**config.mk**
```make
export PLATFORM = sky130hd
export DESIGN_NAME = integer_to_radix_text_top
export DESIGN_NICKNAME = d
export VERILOG_FILES = /design/src/design/itrt_pkg.sv /design/src/design/itrt_ram.sv /design/src/design/itrt_dp.sv /design/src/design/itrt_ctrl.sv /design/src/design/integer_to_radix_text_top.sv
export SDC_FILE = /design/constraint.sdc
export NUM_CORES = 1
export LEC_CHECK = 0
export BUFFER_PORTS_ARGS = -buffer_cell sky130_fd_sc_hd__buf_2
export CAP_MARGIN = 25
export CELL_PAD_IN_SITES_DETAIL_PLACEMENT = 1
export CELL_PAD_IN_SITES_GLOBAL_PLACEMENT = 2
export CORE_MARGIN = 4
export CORE_UTILIZATION = 25
export CTS_CLUSTER_DIAMETER = 40
export CTS_CLUSTER_SIZE = 24
export DETAILED_ROUTE_END_ITERATION = 7
export PLACE_DENSITY_LB_ADDON = 0.05
export SETUP_SLACK_MARGIN = 0.2
export SKIP_CTS_REPAIR_TIMING = 1
export SYNTH_ARGS = -nofsm -noshare
export SYNTH_HDL_FRONTEND = slang
export SYNTH_SLANG_ARGS = --single-unit
```
**constraint.sdc**
```tcl
create_clock -name clk -period 20.6 [get_ports clk]
set_input_delay 4.12 -clock clk [delete_from_list [all_inputs] [get_ports clk]]
set_output_delay 4.12 -clock clk [all_outputs]
set_load 0.01 [all_outputs]
```
**src/design/itrt_pkg.sv**
```systemverilog
`default_nettype none
// ----------------------------------------------------------------------------
// itrt_pkg
// Shared types, constants and helper functions for the integer-to-text
// converter.
// ----------------------------------------------------------------------------
package itrt_pkg;

  localparam int IN_DATA_W  = 40;
  localparam int OUT_DATA_W = 8;
  localparam int VALUE_W    = 32;
  localparam int BASE_W     = 6;
  localparam int DIGIT_W    = 6;
  localparam int CHAR_W     = 7;
  // quotient bits resolved per divider cycle
  localparam int STEP_BITS  = 8;

  localparam logic [CHAR_W-1:0]  CHAR_ZERO        = 7'd48;
  localparam logic [CHAR_W-1:0]  CHAR_MINUS       = 7'd45;
  localparam logic [CHAR_W-1:0]  CHAR_LETTER_BASE = 7'd55;
  localparam logic [DIGIT_W-1:0] DIGIT_MAX_DEC    = 6'd9;
  localparam logic [BASE_W-1:0]  BASE_MIN         = 6'd2;
  localparam logic [BASE_W-1:0]  BASE_MAX         = 6'd36;

  typedef struct packed {
    logic load;
    logic step;
    logic rd;
    logic sign_sel;
  } itrt_cmd_t;

  typedef struct packed {
    logic step_last;
    logic quot_zero;
    logic count_full;
    logic count_zero;
    logic neg;
  } itrt_status_t;

  function automatic logic [CHAR_W-1:0] digit_char(input logic [DIGIT_W-1:0] d);
    logic [CHAR_W-1:0] dc;
    dc = CHAR_W'(d);
    if (d > DIGIT_MAX_DEC) begin
      digit_char = dc + CHAR_LETTER_BASE;
    end else begin
      digit_char = dc + CHAR_ZERO;
    end
  endfunction

  function automatic logic [BASE_W-1:0] sat_base(input logic [BASE_W-1:0] b);
    if (b < BASE_MIN) begin
      sat_base = BASE_MIN;
    end else if (b > BASE_MAX) begin
      sat_base = BASE_MAX;
    end else begin
      sat_base = b;
    end
  endfunction

endpackage
`default_nettype wire

```
**src/design/itrt_ram.sv**
```systemverilog
`default_nettype none
// ----------------------------------------------------------------------------
// itrt_ram
// Generic single-write, single-read RAM with registered read data.
// ----------------------------------------------------------------------------
module itrt_ram #(
  parameter int WIDTH = 8,
  parameter int DEPTH = 32,
  parameter int AW    = $clog2(DEPTH)
) (
  input  wire logic             clk,
  input  wire logic             we,
  input  wire logic [AW-1:0]    waddr,
  input  wire logic [WIDTH-1:0] wdata,
  input  wire logic             re,
  input  wire logic [AW-1:0]    raddr,
  output logic      [WIDTH-1:0] rdata
);

  logic [WIDTH-1:0] mem [DEPTH];

  always_ff @(posedge clk) begin
    if (we) begin
      mem[waddr] <= wdata;
    end
    if (re) begin
      rdata <= mem[raddr];
    end
  end

endmodule
`default_nettype wire

```
**src/design/itrt_dp.sv**
```systemverilog
`default_nettype none
// ----------------------------------------------------------------------------
// itrt_dp
// Datapath: magnitude register, multi-bit-per-cycle restoring divider,
// digit store and character mapping.
// ----------------------------------------------------------------------------
module itrt_dp
  import itrt_pkg::*;
#(
  parameter int VALUE_WIDTH = 32
) (
  input  wire logic               clk,
  input  wire logic               rst,
  input  wire itrt_cmd_t          cmd,
  output itrt_status_t            status,
  input  wire logic [VALUE_W-1:0] value,
  input  wire logic [BASE_W-1:0]  base,
  output logic      [CHAR_W-1:0]  out_char
);

  localparam int DW = ((VALUE_WIDTH + STEP_BITS - 1) / STEP_BITS) * STEP_BITS;
  localparam int SC = DW / STEP_BITS;
  localparam int SW = (SC > 1) ? $clog2(SC) : 1;
  localparam int AW = $clog2(VALUE_WIDTH);
  localparam int CW = $clog2(VALUE_WIDTH + 1);

  logic [DW-1:0]          dvd;
  logic [DIGIT_W-1:0]     rem;
  logic [BASE_W-1:0]      base_r;
  logic                   neg;
  logic [CW-1:0]          cnt;
  logic [SW-1:0]          step;

  logic [VALUE_WIDTH+VALUE_W-1:0] v_ext;
  logic [VALUE_WIDTH-1:0] v;
  logic [VALUE_WIDTH-1:0] mag;
  logic [DW-1:0]          dvd_v;
  logic [DIGIT_W:0]       rem_v;
  logic [CW-1:0]          cnt_m1;
  logic                   step_last;
  logic [DIGIT_W-1:0]     rd_data;

  always_comb begin
    v_ext = {{VALUE_WIDTH{1'b0}}, value};
    v     = v_ext[VALUE_WIDTH-1:0];
    mag   = v[VALUE_WIDTH-1] ? (~v + 1'b1) : v;
  end

  always_comb begin
    rem_v = {1'b0, rem};
    dvd_v = dvd;
    for (int i = 0; i < STEP_BITS; i++) begin
      rem_v = {rem_v[DIGIT_W-1:0], dvd_v[DW-1]};
      dvd_v = {dvd_v[DW-2:0], 1'b0};
      if (rem_v >= {1'b0, base_r}) begin
        rem_v    = rem_v - {1'b0, base_r};
        dvd_v[0] = 1'b1;
      end
    end
  end

  assign step_last = (step == SW'(SC - 1));
  assign cnt_m1    = cnt - 1'b1;

  always_ff @(posedge clk) begin
    if (rst) begin
      cnt  <= '0;
      step <= '0;
      neg  <= 1'b0;
    end else if (cmd.load) begin
      cnt  <= '0;
      step <= '0;
      neg  <= v[VALUE_WIDTH-1];
    end else if (cmd.step) begin
      if (step_last) begin
        step <= '0;
        cnt  <= cnt + 1'b1;
      end else begin
        step <= step + 1'b1;
      end
    end else if (cmd.rd) begin
      cnt <= cnt_m1;
    end
  end

  always_ff @(posedge clk) begin
    if (cmd.load) begin
      dvd    <= DW'(mag);
      rem    <= '0;
      base_r <= sat_base(base);
    end else if (cmd.step) begin
      dvd <= dvd_v;
      rem <= step_last ? '0 : rem_v[DIGIT_W-1:0];
    end
  end

  itrt_ram #(
    .WIDTH (DIGIT_W),
    .DEPTH (VALUE_WIDTH)
  ) u_digits (
    .clk   (clk),
    .we    (cmd.step && step_last),
    .waddr (cnt[AW-1:0]),
    .wdata (rem_v[DIGIT_W-1:0]),
    .re    (cmd.rd),
    .raddr (cnt_m1[AW-1:0]),
    .rdata (rd_data)
  );

  assign out_char = cmd.sign_sel ? CHAR_MINUS : digit_char(rd_data);

  assign status.step_last  = step_last;
  assign status.quot_zero  = (dvd == '0);
  assign status.count_full = (cnt == CW'(VALUE_WIDTH));
  assign status.count_zero = (cnt == '0);
  assign status.neg        = neg;

endmodule
`default_nettype wire

```
**src/design/itrt_ctrl.sv**
```systemverilog
`default_nettype none
// ----------------------------------------------------------------------------
// itrt_ctrl
// Controller: sequences loading, digit division and character output.
// ----------------------------------------------------------------------------
module itrt_ctrl
  import itrt_pkg::*;
(
  input  wire logic         clk,
  input  wire logic         rst,
  input  wire logic         s_tvalid,
  output logic              s_tready,
  output logic              m_tvalid,
  input  wire logic         m_tready,
  output logic              m_tlast,
  output itrt_cmd_t         cmd,
  input  wire itrt_status_t status
);

  localparam logic [2:0] S_IDLE = 3'd0;
  localparam logic [2:0] S_DIV  = 3'd1;
  localparam logic [2:0] S_CHK  = 3'd2;
  localparam logic [2:0] S_SIGN = 3'd3;
  localparam logic [2:0] S_SHOW = 3'd4;

  logic [2:0] state;
  logic [2:0] state_next;
  logic       conv_done;

  assign conv_done = status.quot_zero || status.count_full;

  assign s_tready = (state == S_IDLE);
  assign m_tvalid = (state == S_SIGN) || (state == S_SHOW);
  assign m_tlast  = (state == S_SHOW) && status.count_zero;

  always_comb begin
    state_next   = state;
    cmd.load     = 1'b0;
    cmd.step     = 1'b0;
    cmd.rd       = 1'b0;
    cmd.sign_sel = (state == S_SIGN);
    case (state)
      S_IDLE: begin
        if (s_tvalid) begin
          cmd.load   = 1'b1;
          state_next = S_DIV;
        end
      end
      S_DIV: begin
        cmd.step = 1'b1;
        if (status.step_last) begin
          state_next = S_CHK;
        end
      end
      S_CHK: begin
        if (conv_done) begin
          cmd.rd     = 1'b1;
          state_next = status.neg ? S_SIGN : S_SHOW;
        end else begin
          state_next = S_DIV;
        end
      end
      S_SIGN: begin
        if (m_tready) begin
          state_next = S_SHOW;
        end
      end
      S_SHOW: begin
        if (m_tready) begin
          if (status.count_zero) begin
            state_next = S_IDLE;
          end else begin
            cmd.rd = 1'b1;
          end
        end
      end
      default: begin
        state_next = S_IDLE;
      end
    endcase
  end

  always_ff @(posedge clk) begin
    if (rst) begin
      state <= S_IDLE;
    end else begin
      state <= state_next;
    end
  end

endmodule
`default_nettype wire

```
**src/design/integer_to_radix_text_top.sv**
```systemverilog
`default_nettype none
// ----------------------------------------------------------------------------
// integer_to_radix_text_top
// Converts a signed integer to its ASCII text in a radix from 2 to 36.
// ----------------------------------------------------------------------------
// Input stream: one word per number, s_tdata[31:0] = value (two's complement),
// s_tdata[37:32] = base (0/1 treated as 2, above 36 treated as 36).
// Output stream: one word per character, most significant first, with a
// leading '-' for negatives; m_tdata[6:0] = ASCII code, m_tlast on the final
// character of each number.
// One number is handled at a time; s_tready is high only while idle.
// Each digit passes through the divider (8 quotient bits per cycle) and a
// check state, then characters go out one per cycle while m_tready is high.
// A stalled receiver holds the current character word; the block waits.
// Reset (rst, synchronous) returns to idle and drops any conversion in flight.
// ----------------------------------------------------------------------------
module integer_to_radix_text_top
  import itrt_pkg::*;
#(
  parameter int VALUE_WIDTH = 32
) (
  input  wire logic                  clk,
  input  wire logic                  rst,
  input  wire logic                  s_tvalid,
  output logic                       s_tready,
  input  wire logic [IN_DATA_W-1:0]  s_tdata,  // value[31:0], base[37:32], zero pad
  output logic                       m_tvalid,
  input  wire logic                  m_tready,
  output logic      [OUT_DATA_W-1:0] m_tdata,  // character[6:0], zero pad
  output logic                       m_tlast
);

  itrt_cmd_t         cmd;
  itrt_status_t      status;
  logic [CHAR_W-1:0] out_char;

  itrt_ctrl u_ctrl (
    .clk      (clk),
    .rst      (rst),
    .s_tvalid (s_tvalid),
    .s_tready (s_tready),
    .m_tvalid (m_tvalid),
    .m_tready (m_tready),
    .m_tlast  (m_tlast),
    .cmd      (cmd),
    .status   (status)
  );

  itrt_dp #(
    .VALUE_WIDTH (VALUE_WIDTH)
  ) u_dp (
    .clk      (clk),
    .rst      (rst),
    .cmd      (cmd),
    .status   (status),
    .value    (s_tdata[VALUE_W-1:0]),
    .base     (s_tdata[VALUE_W+BASE_W-1:VALUE_W]),
    .out_char (out_char)
  );

  assign m_tdata = {{(OUT_DATA_W-CHAR_W){1'b0}}, out_char};

endmodule
`default_nettype wire

```
Yosys cells after proc, flatten, opt, wreduce, memory -nomap -nowiden

Memories as Yosys holds them, arrays and structs flattened. A register that Yosys moved wholly into a read port is not among the register bits.
Index checks and enable logic that the tools add are counted.

Memories kept: 1
Input port bits: 44
RAM bits: 192
Bits in registers: 56
Output and inout bits: 11

Order comparisons: 11
Reduce and logical (&&, ||, !) cells: 13
Bitwise logic cells: 1
Multiplexer cells: 44
Add/subtract/negate cells: 14
Equality and inequality tests: 12

Memories:

| name              | words | width | rd ports | clocked after memory_dff | write ports | line           | source |
|---|---|---|---|---|---|---|---|
| u_dp.u_digits.mem | 32    | 6     | 1        | 1                        | 1           | itrt_ram.sv:20 | `logic [WIDTH-1:0] mem [DEPTH];` |

Operators by type and width:

| cell                                                                   | count |
|---|---|
| 32-bit two-way mux                                                     | 3 |
| 6-bit two-way mux                                                      | 13 |
| 7-bit by 6-bit greater-or-equal comparator with 1-bit output           | 8 |
| 6-bit subtractor                                                       | 8 |
| 32-bit by 1-bit adder with 32-bit output (second input constant)       | 1 |
| 32-bit logical NOT                                                     | 1 |
| 32-bit NOT                                                             | 1 |
| 3-bit two-way mux                                                      | 7 |
| 1-bit two-way mux                                                      | 16 |
| 3-bit one-hot mux with 5 select lines                                  | 1 |
| 6-bit by 6-bit adder with 7-bit output (second input constant)         | 2 |
| 7-bit two-way mux                                                      | 2 |
| 2-bit != test (second input constant)                                  | 4 |
| 6-bit by 1-bit adder with 6-bit output (second input constant)         | 1 |
| 3-bit by 2-bit equality test with 1-bit output (second input constant) | 2 |
| 6-bit equality test (second input constant)                            | 1 |
| 6-bit by 4-bit > comparator with 1-bit output (second input constant)  | 1 |
| 6-bit > comparator (second input constant)                             | 1 |
| 6-bit logical NOT                                                      | 1 |
| 6-bit by 2-bit < comparator with 1-bit output (second input constant)  | 1 |
| 6-bit by 1-bit subtractor with 6-bit output (second input constant)    | 1 |
| 5-bit AND reduction                                                    | 1 |
| 2-bit by 1-bit != test with 1-bit output (second input constant)       | 2 |
| 2-bit nonzero test                                                     | 2 |
| 11 further kinds                                                       | 14 |

Depth between registers and ports, before layout

Gate-level depths: netlist (run 1).

Depth in word-level cells: 18
Mapped depth: 79

Modules after synthesis

From an unflattened synthesis (run 1), not the netlist that was laid out.

Cell total of the unflattened synthesis: 1046
Area total of the unflattened synthesis: 13819.5 µm²

Modules (own cells, without submodules):

| module                    | cells an instance | times used | area an instance (µm²) |
|---|---|---|---|
| itrt_ram                  | 323               | 1          | 7649.8 |
| itrt_dp                   | 687               | 1          | 5898.2 |
| itrt_ctrl                 | 34                | 1          | 260.2 |
| integer_to_radix_text_top | 2                 | 1          | 11.3 |

Worst setup path after synthesis (run 1)

No wires, ideal clock.

Path kind: flip-flop to flip-flop
From: register u_dp.base_r[1]
To: memory u_dp.u_digits.mem[0][1] in the netlist's numbering, data pin
Path slack: 3504 ps
Cell stages (with the launch flop): 73
Setup time: 392 ps
Buffers on the path: 2
Data arrival time: 16703 ps
Clock period less this slack: 17096 ps
Data required time: 20208 ps
Path through: edfxtp_1 -> inv_1 -> ha_1 -> a21o_1 -> a31oi_1 -> o21a_1 -> mux2_2 -> inv_1 -> ha_1 -> nor2b_1 -> o31a_1 -> o311a_1 -> a2111oi_4 -> mux2_2 -> ha_1 -> and3_1 -> o21ai_0 -> nand3_1 -> (+37 left out) -> a21o_1 -> a21o_1 -> a211oi_1 -> or4b_4 -> nor2b_4 -> buf_6 -> mux2_4 -> inv_1 -> ha_1 -> nor2b_1 -> o21ai_0 -> nand2b_1 -> a21o_1 -> a21o_1 -> a211oi_1 -> nand2b_1 -> mux2i_4 -> mux2i_1

Cells in the longest elaborated chain, start to end: 16
Elaborated cells on any way between the ends: 24
Classes of those cells: add/sub: 8; order compare: 8; mux: 8

RTL lines:

| item                                                                                                    | line                         | source |
|---|---|---|
| from (decl)                                                                                             | itrt_dp.sv:29                | `logic [BASE_W-1:0] base_r;` |
| from (signal assigned)                                                                                  | itrt_dp.sv:90                | `base_r <= sat_base(base);` |
| 6-bit subtractor / 7-bit by 6-bit greater-or-equal comparator with 1-bit output (equally long branches) | itrt_dp.sv:56, itrt_dp.sv:55 |  |
| 6-bit two-way mux                                                                                       | itrt_dp.sv:55                | `if (rem_v >= {1'b0, base_r}) begin` |
| 6-bit subtractor / 7-bit by 6-bit greater-or-equal comparator with 1-bit output (equally long branches) | itrt_dp.sv:56, itrt_dp.sv:55 |  |
| 6-bit two-way mux                                                                                       | itrt_dp.sv:55                |  |
| 6-bit subtractor / 7-bit by 6-bit greater-or-equal comparator with 1-bit output (equally long branches) | itrt_dp.sv:56, itrt_dp.sv:55 |  |
| 6-bit two-way mux                                                                                       | itrt_dp.sv:55                |  |
| 6-bit subtractor / 7-bit by 6-bit greater-or-equal comparator with 1-bit output (equally long branches) | itrt_dp.sv:56, itrt_dp.sv:55 |  |
| 6-bit two-way mux                                                                                       | itrt_dp.sv:55                |  |
| 6-bit subtractor / 7-bit by 6-bit greater-or-equal comparator with 1-bit output (equally long branches) | itrt_dp.sv:56, itrt_dp.sv:55 |  |
| 6-bit two-way mux                                                                                       | itrt_dp.sv:55                |  |
| 7-bit by 6-bit greater-or-equal comparator with 1-bit output / 6-bit subtractor (equally long branches) | itrt_dp.sv:55, itrt_dp.sv:56 |  |
| 6-bit two-way mux                                                                                       | itrt_dp.sv:55                |  |
| 7-bit by 6-bit greater-or-equal comparator with 1-bit output / 6-bit subtractor (equally long branches) | itrt_dp.sv:55, itrt_dp.sv:56 |  |
| 6-bit two-way mux                                                                                       | itrt_dp.sv:55                |  |
| 6-bit subtractor / 7-bit by 6-bit greater-or-equal comparator with 1-bit output (equally long branches) | itrt_dp.sv:56, itrt_dp.sv:55 |  |
| 6-bit two-way mux *                                                                                     | itrt_dp.sv:55                |  |
| via u_dp.rem_v[1]                                                                                       | itrt_dp.sv:38                | `logic [DIGIT_W:0] rem_v;` |
| to (decl)                                                                                               | itrt_ram.sv:20               |  |

The timed path passes the listed nets; every way through them passes the cells marked *.

Final worst setup path (run 1)

From: register u_dp.base_r[2]
To: memory u_dp.u_digits.mem[16][5] in the netlist's numbering, data pin

Cells in the longest elaborated chain, start to end: 16
Elaborated cells on any way between the ends: 24
Classes of those cells: add/sub: 8; order compare: 8; mux: 8

RTL lines:

| item                                                                                                    | line |
|---|---|
| 6-bit subtractor / 7-bit by 6-bit greater-or-equal comparator with 1-bit output (equally long branches) | itrt_dp.sv:56, itrt_dp.sv:55 |
| 6-bit two-way mux                                                                                       | itrt_dp.sv:55 |
| 6-bit subtractor / 7-bit by 6-bit greater-or-equal comparator with 1-bit output (equally long branches) | itrt_dp.sv:56, itrt_dp.sv:55 |
| 6-bit two-way mux                                                                                       | itrt_dp.sv:55 |
| 6-bit subtractor / 7-bit by 6-bit greater-or-equal comparator with 1-bit output (equally long branches) | itrt_dp.sv:56, itrt_dp.sv:55 |
| 6-bit two-way mux                                                                                       | itrt_dp.sv:55 |
| 6-bit subtractor / 7-bit by 6-bit greater-or-equal comparator with 1-bit output (equally long branches) | itrt_dp.sv:56, itrt_dp.sv:55 |
| 6-bit two-way mux                                                                                       | itrt_dp.sv:55 |
| 7-bit by 6-bit greater-or-equal comparator with 1-bit output / 6-bit subtractor (equally long branches) | itrt_dp.sv:55, itrt_dp.sv:56 |
| 6-bit two-way mux                                                                                       | itrt_dp.sv:55 |
| 6-bit subtractor / 7-bit by 6-bit greater-or-equal comparator with 1-bit output (equally long branches) | itrt_dp.sv:56, itrt_dp.sv:55 |
| 6-bit two-way mux                                                                                       | itrt_dp.sv:55 |
| 6-bit subtractor / 7-bit by 6-bit greater-or-equal comparator with 1-bit output (equally long branches) | itrt_dp.sv:56, itrt_dp.sv:55 |
| 6-bit two-way mux                                                                                       | itrt_dp.sv:55 |
| 6-bit subtractor / 7-bit by 6-bit greater-or-equal comparator with 1-bit output (equally long branches) | itrt_dp.sv:56, itrt_dp.sv:55 |
| 6-bit two-way mux *                                                                                     | itrt_dp.sv:55 |
| via u_dp.rem_v[5]                                                                                       | itrt_dp.sv:38 |

Marked as above.

==> results of run 1 <==
layer usage:
metal / GRT usage, % / share of wire, % / wire, um / vias up
met4: 4.85 / 2.9 / 1170 / 0
met3: 2.32 / 3.1 / 1230 / 67
met2: 24.3 / 50 / 19800 / 118
met1: 17.6 / 44 / 17600 / 4324
met5: 0 / 0 / 0 / -
li1: - / - / - / 4158
cells by family (layout without fill, tap and decap cells):
logic type	Yosys count	in the layout	share of synthesized area (%)
compound gates	186	186	9.18
xor+xnor	67	67	4.32
fa+ha+maj	67	67	6.59
buf+inv	90	220	2.62
flops	254	254	54.8
mux	93	93	12.7
other cells	1	1	0.0276
simple gates	278	278	9.76
per-stage QoR:
step / setup WS, ns / utilization [%] / std cells
detailed placement: 1.73 / 27.7 / 1770
global placement: 1.67 / 27.7 / 1770
global route: 0.372 / 30.8 / 1862
floorplan: 3.50 / - / 1036
finish: 2.10 / 30.8 / 1862
CTS: 1.67 / 30.8 / 1862
sequential cells by signal, summed over array words and instances, names as in the netlist:
register / flops
u_dp.rem: 6
u_dp.base_r: 6
u_dp.dvd: 32
u_dp.u_digits.rdata: 6
u_dp.neg: 1
u_dp.step: 2
u_dp.u_digits.mem: 192
u_ctrl.state: 3
u_dp.cnt: 6
worst paths after layout:
| check | startpoint | to | slack, ns | cells past startpoint |
|---|---|---|---|---|
| min | u_dp.step[1] | u_dp.step[1] | 0.47 | 2 |
| max reg2reg | u_dp.base_r[2] | u_dp.u_digits.mem[16][5] | 2.10 | 74 |
| max | u_dp.base_r[2] | u_dp.u_digits.mem[16][5] | 2.10 | 74 |
| min reg2reg | u_dp.step[1] | u_dp.step[1] | 0.47 | 2 |
layout make-up:
cell class	count	share of cell area (%)
clock buffers	54	7.77
multi-input cells	692	35.3
clock inverters	38	2.29
inverters	55	1.25
flip-flops and latches	254	45.0
well taps	696	5.26
repair buffers	73	3.14
cells in the final DEF (no fill, tap or decap), types with 6 or more instances in the layout:
cell type	synthesis	routed
a21o_1	17	17
and3_1	8	8
dfxtp_1	18	17
o31ai_1	7	7
xor2_1	40	40
o21ai_0	60	60
nand2b_1	14	14
mux4_2	60	60
buf_2	0	51
mux2_2	22	22
o21a_1	6	6
clkbuf_16	0	51
nor3_1	11	11
nor4_1	8	8
inv_1	54	54
or3_1	16	16
nor2b_1	11	11
clkinv_2	0	10
nand2_1	82	81
nand4_1	8	8
buf_4	1	14
buf_12	0	8
xnor2_1	27	26
mux2i_1	8	6
nand3_1	18	18
a221o_1	6	6
ha_1	58	57
clkinvlp_4	0	6
edfxtp_1	236	236
fa_1	8	8
nor2_1	84	84
a21oi_1	33	33
worst max-delay path, delay by kind of cell, from the launching register on:
kind	cells	cell delay, ns
compound gates	32	8.42
flops	1	0.35
fa+ha+maj	8	2.44
simple gates	19	3.36
mux	6	2.21
buf+inv	9	1.42
==> impl_metrics.py, run 1 <==
metrics = {
    "logic_synthesis": {
        "syn_area_sq_um": 13600,
        "synth_seq_cells": 254,
        "synth_area_leaders": "edfxtp_1, mux4_2, ha_1, dfxtp_1, xor2_1",
        "yosysTopAreaCell": "edfxtp_1",
        "synthCells": 1036,
        "synth-edff-count": 236,
        "syn_avg_cell_area_sq_um": 13.1,
        "ys_top_cells_by_count": "edfxtp_1, nor2_1, nand2_1",
        "syn_nets": 1146,
        "ys.flop_type": "edfxtp_1",
        "yosysWarnings": 0,
        "yosys.area.top_type_share_pct": 52.1,
        "synth.yosys.seq_area_share_pct": 54.8,
        "async_flop_share_pct": 0,
        "yosysUniqueCellTypes": 72,
        "post-synth-top-count-cell": "edfxtp_1",
    },
    "critical_path": {
        "path_class": "flop to flop",
        "cpPeakStageDelay_ns": 0.55,
        "crit_fanout": 20,
        "crit_arrival_ns": 18.81,
        "critPathCaptureType": "flop",
        "slowest_stage": "or4b_4",
        "path_common_cell": "ha_1",
        "required_ns": 20.91,
        "startpoint_type": "flop",
    },
    "timing": {
        "finalHoldViolCount": 0,
        "layout_min_cycle_time_ns": 18.50,
        "fin_tns_setup_ns": 0,
        "rsz0062_at_grt": "false",
        "worst_slew_pin_slew_ns": 0.873,
        "slew_violations": 0,
        "fmax_ghz": 0.0540,
        "clock_skew_ns": 0.0268,
        "setup_viol": 0,
        "whs_ns": 0.470,
        "period_share_pct": 89.8,
        "maxSlewHeadroom_pct": 41.8,
    },
    "clock_network": {
        "h-tree-depth": 2,
        "cts_sinks": 254,
        "cts_root_buf": "clkbuf_16",
        "clk_pin_slew_ns": 0.05,
        "worst_skew_pair.late_latency_ns": 0.58,
        "clock_path_buffers": 3,
        "cts_tree": "done",
        "cts_buffers": 50,
    },
    "global_route": {
        "grt_pass1_vias": 9517,
        "overflow": 0,
        "grt_max_degree": 64,
        "grt_first_pass_wirelength_um": 60200,
        "grtUsageTotal_pct": 13.9,
        "antenna_found_initial": 0,
    },
    "job": {
        "maxCapViolCount": 0,
    },
    "placed_design": {
        "gp_congestion": 0.712,
        "portBuffers": 51,
        "postPlaceCellArea_sq_um": 14900,
        "post-dp-hpwl_um": 28000,
    },
    "layout": {
        "area_growth_pct": 21.8,
        "final_cell_area_sq_um": 16600,
        "diodes": 0,
        "multi_input_area_sq_um": 5850,
        "regArea_sq_um": 7450,
        "final_nets": 1236,
        "drive_gt1_share_pct": 22.8,
        "fillers": 5752,
    },
    "floorplanning": {
        "dieArea_sq_um": 58200,
        "core-area_sq_um": 53800,
        "rows": 85,
        "die_width_um": 241,
        "die_h_um": 241,
        "ioPinCount": 55,
        "initial_core_util_pct": 25.3,
    },
    "routing": {
        "wl_um": 39900,
        "drc_errors": 0,
        "drt_iter0_drc": 305,
        "drtAntennaViolNets": 0,
        "drt-vias-per-instance": 4.65,
        "first_pass_iters": 4,
        "dr_total_vias": 8667,
        "wl_per_cell_um": 21.4,
    },
    "hold_path": {
        "hold_path_class": "flop to flop",
    },
    "run_status": {
        "status": "completed",
    },
}
Power of run 1 is left out: the tool's default activity adds up to more than one toggle a clock period on the data nets, which glitch-free logic cannot reach.
==> inputs of run 2 (changes only) <==
- CTS_BUF_LIST: default -> sky130_fd_sc_hd__clkbuf_16
- GPL_TIMING_DRIVEN: default -> 0
==> impl_metrics.py, run 2 (same netlist as run 1, synthesis figures left out) <==
metrics = {
    "placed_design": {
        "dp_cells": 1790,
        "post-dp-hpwl_um": 30600,
        "gp_congestion": 0.715,
        "portBuffers": 51,
    },
    "routing": {
        "dr_total_vias": 8877,
        "wl_per_cell_um": 21.9,
        "drc_errors": 0,
        "first_pass_iters": 4,
        "wl_um": 41500,
        "drtAntennaViolNets": 0,
        "drt_iter0_drc": 343,
        "drt-vias-per-instance": 4.68,
    },
    "floorplanning": {
        "rows": 85,
        "core-area_sq_um": 53800,
        "dieArea_sq_um": 58200,
        "initial_core_util_pct": 25.3,
        "die_width_um": 241,
        "ioPinCount": 55,
        "die_h_um": 241,
    },
    "critical_path": {
        "crit_arrival_ns": 19.26,
        "cpPeakStageDelay_ns": 0.57,
        "crit_buf_inv": 12,
        "path_class": "flop to flop",
        "startpoint_type": "flop",
        "slowest_stage": "or4b_4",
        "required_ns": 20.84,
        "path_common_cell": "ha_1",
        "cp_top_family": "compound AO/OA/AOI/OAI gates",
        "crit_fanout": 32,
        "critPathCaptureType": "flop",
    },
    "timing": {
        "whs_ns": 0.472,
        "slew_violations": 0,
        "worst_slew_pin_slew_ns": 0.910,
        "rsz0062_at_grt": "false",
        "period_share_pct": 92.3,
        "clock_skew_ns": 0.0341,
        "setup_viol": 0,
        "finalHoldViolCount": 0,
        "maxSlewHeadroom_pct": 39.4,
        "layout_min_cycle_time_ns": 19.02,
        "fmax_ghz": 0.0526,
    },
    "global_route": {
        "grt_max_degree": 33,
        "met2_usage_pct": 25.8,
        "antenna_found_initial": 0,
        "use_met3_pct": 1.98,
        "grtUsageTotal_pct": 14.4,
        "busiest_layer": "met2",
        "overflow": 0,
        "grt_first_pass_wirelength_um": 61900,
        "grt_pass1_vias": 9626,
        "use_met1_pct": 18.2,
    },
    "layout": {
        "final_common_cell": "edfxtp_1",
        "fillers": 5722,
        "area_growth_pct": 24.8,
        "final_cells": 1896,
        "drive_gt1_share_pct": 22.7,
        "top_register": "u_dp.u_digits.mem",
        "post-route-util_pct": 31.5,
        "diodes": 0,
        "layout_common_cells": "edfxtp_1, nor2_1, nand2_1",
        "final_nets": 1270,
        "largest_reg_flops": 192,
        "largest_registers": "u_dp.u_digits.mem (192), u_dp.dvd (32)",
    },
    "clock_network": {
        "cts_root_buf": "clkbuf_16",
        "cts_sinks": 254,
        "h-tree-depth": 2,
        "cts_tree": "done",
        "cts_buffers": 48,
        "clock_path_buffers": 3,
        "worst_skew_pair.late_latency_ns": 0.59,
        "clk_pin_slew_ns": 0.05,
    },
    "hold_path": {
        "hold_path_class": "flop to flop",
    },
    "run_status": {
        "status": "completed",
    },
    "job": {
        "maxCapViolCount": 0,
    },
}
-- run 2: cell types whose count changed in the layout (fill, tap and decap cells not counted), sizes merged --
cell	change
buf	+11
bufinv	+11
clkbuf	+20
clkinv	-5
clkinvlp	+2
inv	-5
-- run 2: tightest hold or removal path, stage by stage (launching register included) --
cell and delay (ns):
dfxtp_1 0.30, nand2_1 0.06, a21oi_1 0.06
-- run 2: per-layer routing --
| metal | wire (um) | vias to the layer above |
|---|---|---|
| met4 | 741 | 0 |
| met3 | 1140 | 43 |
| met1 | 18300 | 4506 |
| li1 | - | 4221 |
| met2 | 21300 | 107 |
| met5 | 0 | - |
-- run 2: metrics by stage --
stage	instance area, sq um	worst slack, ns	TNS (ns)
floorplan	13600	3.50	0
global placement	14700	-2.89	-337.38
detailed placement	14900	-0.788	-111.61
CTS	16700	-0.852	-122.40
global route	17000	0.188	0
finish	17000	1.58	0
-- run 2: layout make-up --
type / instances / area (sq um) / area share [%]
buffer: 35 / 150 / 0.884
clock buffer: 49 / 1230 / 7.22
clock inverter: 41 / 636 / 3.74
inverter: 55 / 214 / 1.26
multi-input combinational: 692 / 5880 / 34.6
sequential: 254 / 7450 / 43.9
tap: 696 / 871 / 5.13
timing repair buffer: 74 / 551 / 3.24
-- run 2: worst paths after layout --
kind	from	to	slack, ns	cells past startpoint
worst max-delay path	u_dp.base_r[4]	u_dp.u_digits.mem[29][4]	1.58	78
worst min-delay path	u_dp.step[1]	u_dp.step[1]	0.47	2
worst max register to register	u_dp.base_r[4]	u_dp.u_digits.mem[29][4]	1.58	78
worst min register to register	u_dp.step[1]	u_dp.step[1]	0.47	2
Power of run 2 is left out for the same reason.
